===== src/hw/rtl/terrain_tile_lighting_top_assert.svh =====
// Assertion macros used by the terrain tile lighting top level.
`ifndef TERRAIN_TILE_LIGHTING_TOP_ASSERT_SVH
`define TERRAIN_TILE_LIGHTING_TOP_ASSERT_SVH

// Condition implies consequence in the same cycle.
`define TTL_ASSERT_IMPLIES(lbl, ante, cons, msg) \
   lbl: assert property (@(posedge clock) disable iff (reset) (ante) |-> (cons)) else $error(msg);

// Condition implies consequence in the next cycle.
`define TTL_ASSERT_NEXT(lbl, ante, cons, msg) \
   lbl: assert property (@(posedge clock) disable iff (reset) (ante) |=> (cons)) else $error(msg);

`endif


===== src/hw/rtl/ttl_div_pipe.sv =====
// Pipelined restoring divider, one quotient bit per stage, with sideband.
module ttl_div_pipe #(
   parameter int NUM_W  = 18,
   parameter int DEN_W  = 16,
   parameter int QUO_W  = 18,
   parameter int SIDE_W = 1
) (
   input  logic              clock,
   input  logic              en,
   input  logic [NUM_W-1:0]  num,
   input  logic [DEN_W-1:0]  den,
   input  logic [SIDE_W-1:0] side_in,
   output logic [QUO_W-1:0]  quo,
   output logic [SIDE_W-1:0] side_out
);
   localparam int WIDE_W = NUM_W + QUO_W + DEN_W;

   logic [NUM_W-1:0]  rem_ff  [1:QUO_W];
   logic [QUO_W-1:0]  quo_ff  [1:QUO_W];
   logic [DEN_W-1:0]  den_ff  [1:QUO_W];
   logic [SIDE_W-1:0] side_ff [1:QUO_W];

   for (genvar k = 0; k < QUO_W; k++) begin : g_stage
      localparam int BIT = QUO_W - 1 - k;
      logic [NUM_W-1:0]  rem_src;
      logic [QUO_W-1:0]  quo_src;
      logic [DEN_W-1:0]  den_src;
      logic [SIDE_W-1:0] side_src;
      logic [WIDE_W-1:0] trial;
      logic              take;
      logic [NUM_W-1:0]  rem_in;
      logic [QUO_W-1:0]  quo_in;

      // Pick the stage source: ports for the first stage.
      if (k == 0) begin : g_first
         assign rem_src  = num;
         assign quo_src  = '0;
         assign den_src  = den;
         assign side_src = side_in;
      end else begin : g_next
         assign rem_src  = rem_ff[k];
         assign quo_src  = quo_ff[k];
         assign den_src  = den_ff[k];
         assign side_src = side_ff[k];
      end

      // Try the shifted divisor and keep the difference when it fits.
      always_comb begin
         trial  = WIDE_W'(den_src) << BIT;
         take   = WIDE_W'(rem_src) >= trial;
         rem_in = take ? (rem_src - trial[NUM_W-1:0]) : rem_src;
         quo_in = quo_src | (QUO_W'(take) << BIT);
      end

      always_ff @(posedge clock) begin
         if (en) begin
            rem_ff[k+1]  <= rem_in;
            quo_ff[k+1]  <= quo_in;
            den_ff[k+1]  <= den_src;
            side_ff[k+1] <= side_src;
         end
      end
   end

   assign quo      = quo_ff[QUO_W];
   assign side_out = side_ff[QUO_W];

endmodule


===== config.mk =====
export PLATFORM = sky130hd
export DESIGN_NAME = ttl_div_pipe
export DESIGN_NICKNAME = d
export VERILOG_FILES = /design/src/hw/rtl/terrain_tile_lighting_top_assert.svh /design/src/hw/rtl/ttl_div_pipe.sv
export SDC_FILE = /design/constraint.sdc
export NUM_CORES = 1
export LEC_CHECK = 0
export ABC_AREA = 1
export BUFFER_PORTS_ARGS = -buffer_cell sky130_fd_sc_hd__buf_2
export CAP_MARGIN = 20
export CORE_UTILIZATION = 40
export CTS_CLUSTER_DIAMETER = 150
export CTS_CLUSTER_SIZE = 10
export DETAILED_ROUTE_END_ITERATION = 16
export PLACE_DENSITY_LB_ADDON = 0.2
export SLEW_MARGIN = 25
export SYNTH_ARGS = -nofsm -noshare
export SYNTH_HDL_FRONTEND = slang
export SYNTH_SLANG_ARGS = --single-unit
export TNS_END_PERCENT = 100

===== constraint.sdc =====
create_clock -name clock -period 2.86 [get_ports clock]
set_input_delay 0.858 -clock clock [delete_from_list [all_inputs] [get_ports clock]]
set_output_delay 0.858 -clock clock [all_outputs]
set_load 0.01 [all_outputs]

==> results.cfg <==
[global_route]
grt_start_max_net_pins = 100
grt_pass1_wl_um = 113000
antenna_found_initial = 0
globalRouteTotalUtil = 0.160
overflow = 0
grt_pass1_vias = 21400

[drt]
via_per_inst = 4.77
drtIter0Drc = 1228
finalWirelength_um = 71200
routedWlPerCell_um = 15.6
route.vias.total = 21800
ant_nets = 0
firstDrtPassIters = 13
drc_errors = 5

[clock_tree]
clk_pin_slew_ns = 0.05
cts_buffers = 86
holdBufCountCts = 0
clockBufferDepth = 3
h-tree-depth = 3
cts_tree = yes
worst_skew_pair.late_latency_ns = 0.64
clkSinkCount = 767
post_cts_buffers = 0
cts-root-buf = clkbuf_16
ctsResizeCount = 0

[placed_design]
place_ws_ns = 0.450
io_buffers = 55
dp_hpwl_um = 53800
globalplace.congestion = 0.871

[worst_setup_path]
crit-reg2reg-capture = rem_ff[0][246]
worst_setup_path_end_kind = flip-flop
path_max_fanout = 14
setup.worst_path.class = reg2reg
worstSetupStartpointType = flip-flop
rrSetupSlack_ns = 0.44
worstPathArrival_ns = 2.82
critPathRequiredTime_ns = 3.25
r2r_cells = 12
worstReg2RegStart = rem_ff[0][221]

[sta]
hold_violations = 0
maxSlewViolCount = 0
max_freq_mhz = 412
tns_ns = 0
setup_viol = 0
relSlewSlack = 0.634
finClkSkew_ns = 0.0258
fin_ws_ns = 0.435
fin_crit_sh = 0.848
min_period_ns = 2.42
worst_pin_slew_ns = 0.548
timing.hold.ws_ns = 0.393
rsz0062_at_grt = false

[logic_synthesis]
yosysUniqueCellTypes = 46
synth_top_area_cell = edfxtp_1
synth_top_area_frac = 0.641
seq_area_frac_synth = 0.641
synth_area_sq_um = 35900
ys_warn_count = 0
synth-async-reset-ratio = 0
syn-instance-count = 3248
syn_area_per_cell_sq_um = 11.1
ys_ff_latch = 767
synth_edf_count = 767
synth_fp_nets = 3469
yosys-top-cells-area = edfxtp_1 64%, nand2_1 8.4%, ha_1 5.9%, inv_1 5.5%, nor2_1 2.5%
ys.flop_type = edfxtp_1

[floorplanning]
die-area_sq_um = 91000
start_util = 0.405
fp.dieH_um = 302
std_cell_rows = 109
core_area_sq_um = 88600
io_pins = 56
die_x_um = 302

[final_layout]
antenna-diode-count = 0
area_delta_synth_final_pct = 11.9
regArea_sq_um = 23000
layout_commonest_cell = nand2_1
drive_gt1_frac = 0.0749
multi_input_area_sq_um = 10700
final_util = 0.453
nets = 3618
mostFrequentLayoutCells = 800 x nand2_1, 767 x edfxtp_1, 522 x inv_1, 241 x nor2_1, 168 x ha_1
nFillCells = 8228

[run_status]
violations = design-rule violations
status = finished with violations

[worst_hold_path]
hp-class = in2reg
min_from = side_in
hold_path_end = side_ff[0][1]
min_path_cells = 1

[power]
power_leakage_uw = 0.0171
p_per_area_nw_per_um2 = 663
irDropWorstVdd_v = 0.000498

[run]
max-cap-violations = 0
-- layout make-up --
| class | count | area share |
|---|---|---|
| Multi-Input combinational cell | 1931 | 0.267 |
| Clock inverter | 7 | 0.00358 |
| Clock buffer | 87 | 0.0542 |
| Inverter | 526 | 0.0491 |
| Timing Repair Buffer | 85 | 0.0167 |
| Sequential cell | 767 | 0.573 |
| Tap cell | 1165 | 0.0363 |
-- routing by layer --
| layer | share of wire | vias to the layer above | wire (um) | track usage |
|---|---|---|---|---|
| met3 | 0.033 | 121 | 2360 | 0.0251 |
| met2 | 0.50 | 345 | 35700 | 0.281 |
| met5 | 0 | - | 0 | 0 |
| met4 | 0.032 | 0 | 2310 | 0.0624 |
| met1 | 0.43 | 10100 | 30800 | 0.196 |
| li1 | - | 11300 | - | - |
-- power breakdown --
group	switching, uW	total, uW	internal (uW)
combinational	2100	3280	1180
sequential	462	13800	13300
clock	4170	9580	5410
total	6730	26700	19900
-- cell usage after synthesis, types with 4 or more instances --
library cell / number
o21ai_1: 25
clkbuf_1: 4
nand2_1: 800
fa_1: 16
or2_2: 9
xnor2_1: 28
nand3_2: 11
and2_1: 7
buf_2: 11
o21ai_0: 44
nor4_1: 11
buf_6: 7
edfxtp_1: 767
nor2_2: 8
nor2_1: 241
nand3b_1: 19
ha_1: 168
nand2_2: 25
a21o_1: 5
nand3_1: 161
inv_2: 4
xor2_1: 46
o21bai_1: 8
nand3_4: 6
inv_1: 522
nand4_1: 138
a21oi_1: 89
nor3_1: 40
a21oi_4: 4
-- how the worst max path moves through the flow --
| stage | start | slack [ns] | end |
|---|---|---|---|
| after global placement | den_ff[2][32] | 0.49 | rem_ff[0][214] |
| after floorplan | rem_ff[0][255] | 0.78 | rem_ff[0][286] |
| after CTS | den_ff[2][16] | 0.42 | rem_ff[0][192] |
| after detailed placement | den_ff[2][16] | 0.45 | rem_ff[0][188] |
| after global routing | den_ff[2][16] | 0.20 | rem_ff[0][191] |
| final | rem_ff[0][221] | 0.44 | rem_ff[0][246] |
-- flip-flops by register name, summed over array words and instances, names as in the netlist --
| signal | flops |
|---|---|
| quo_ff | 171 |
| rem_ff | 306 |
| den_ff | 272 |
| side_ff | 18 |
-- stage by stage --
| stage | cells | total power [uW] | cell area, sq um |
|---|---|---|---|
| 2_1_floorplan | 3248 | 16200 | 35900 |
| 3_3_place_gp | 4474 | 17300 | 37900 |
| 3_5_place_dp | 4474 | 17300 | 37900 |
| 4_1_cts | 4568 | 27100 | 40200 |
| 5_1_grt | 4568 | 28000 | 40200 |
| 6_report | 4568 | 26700 | 40200 |
-- critical path, stage by stage (launching register included) --
cell and delay, ns:
edfxtp_1 0.40, inv_1 0.08, ha_1 0.21, fa_1 0.24, inv_1 0.09, nand3_1 0.08
nand3_1 0.14, nand2_1 0.09, nand3_1 0.10, nand2_1 0.24, nand3_2 0.29, nand2_1 0.15
nand2_1 0.06
-- kinds of logic after synthesis --
family | Yosys count | share of synthesized area
AO/OA/AOI/OAI | 182 | 0.0281
XOR/XNOR | 74 | 0.0180
adder cells (fa/ha/maj) | 184 | 0.0674
buffers and inverters | 550 | 0.0601
flip-flops | 767 | 0.641
AND/OR/NAND/NOR | 1491 | 0.185
No activity file was read; power rests on OpenSTA's default activity.
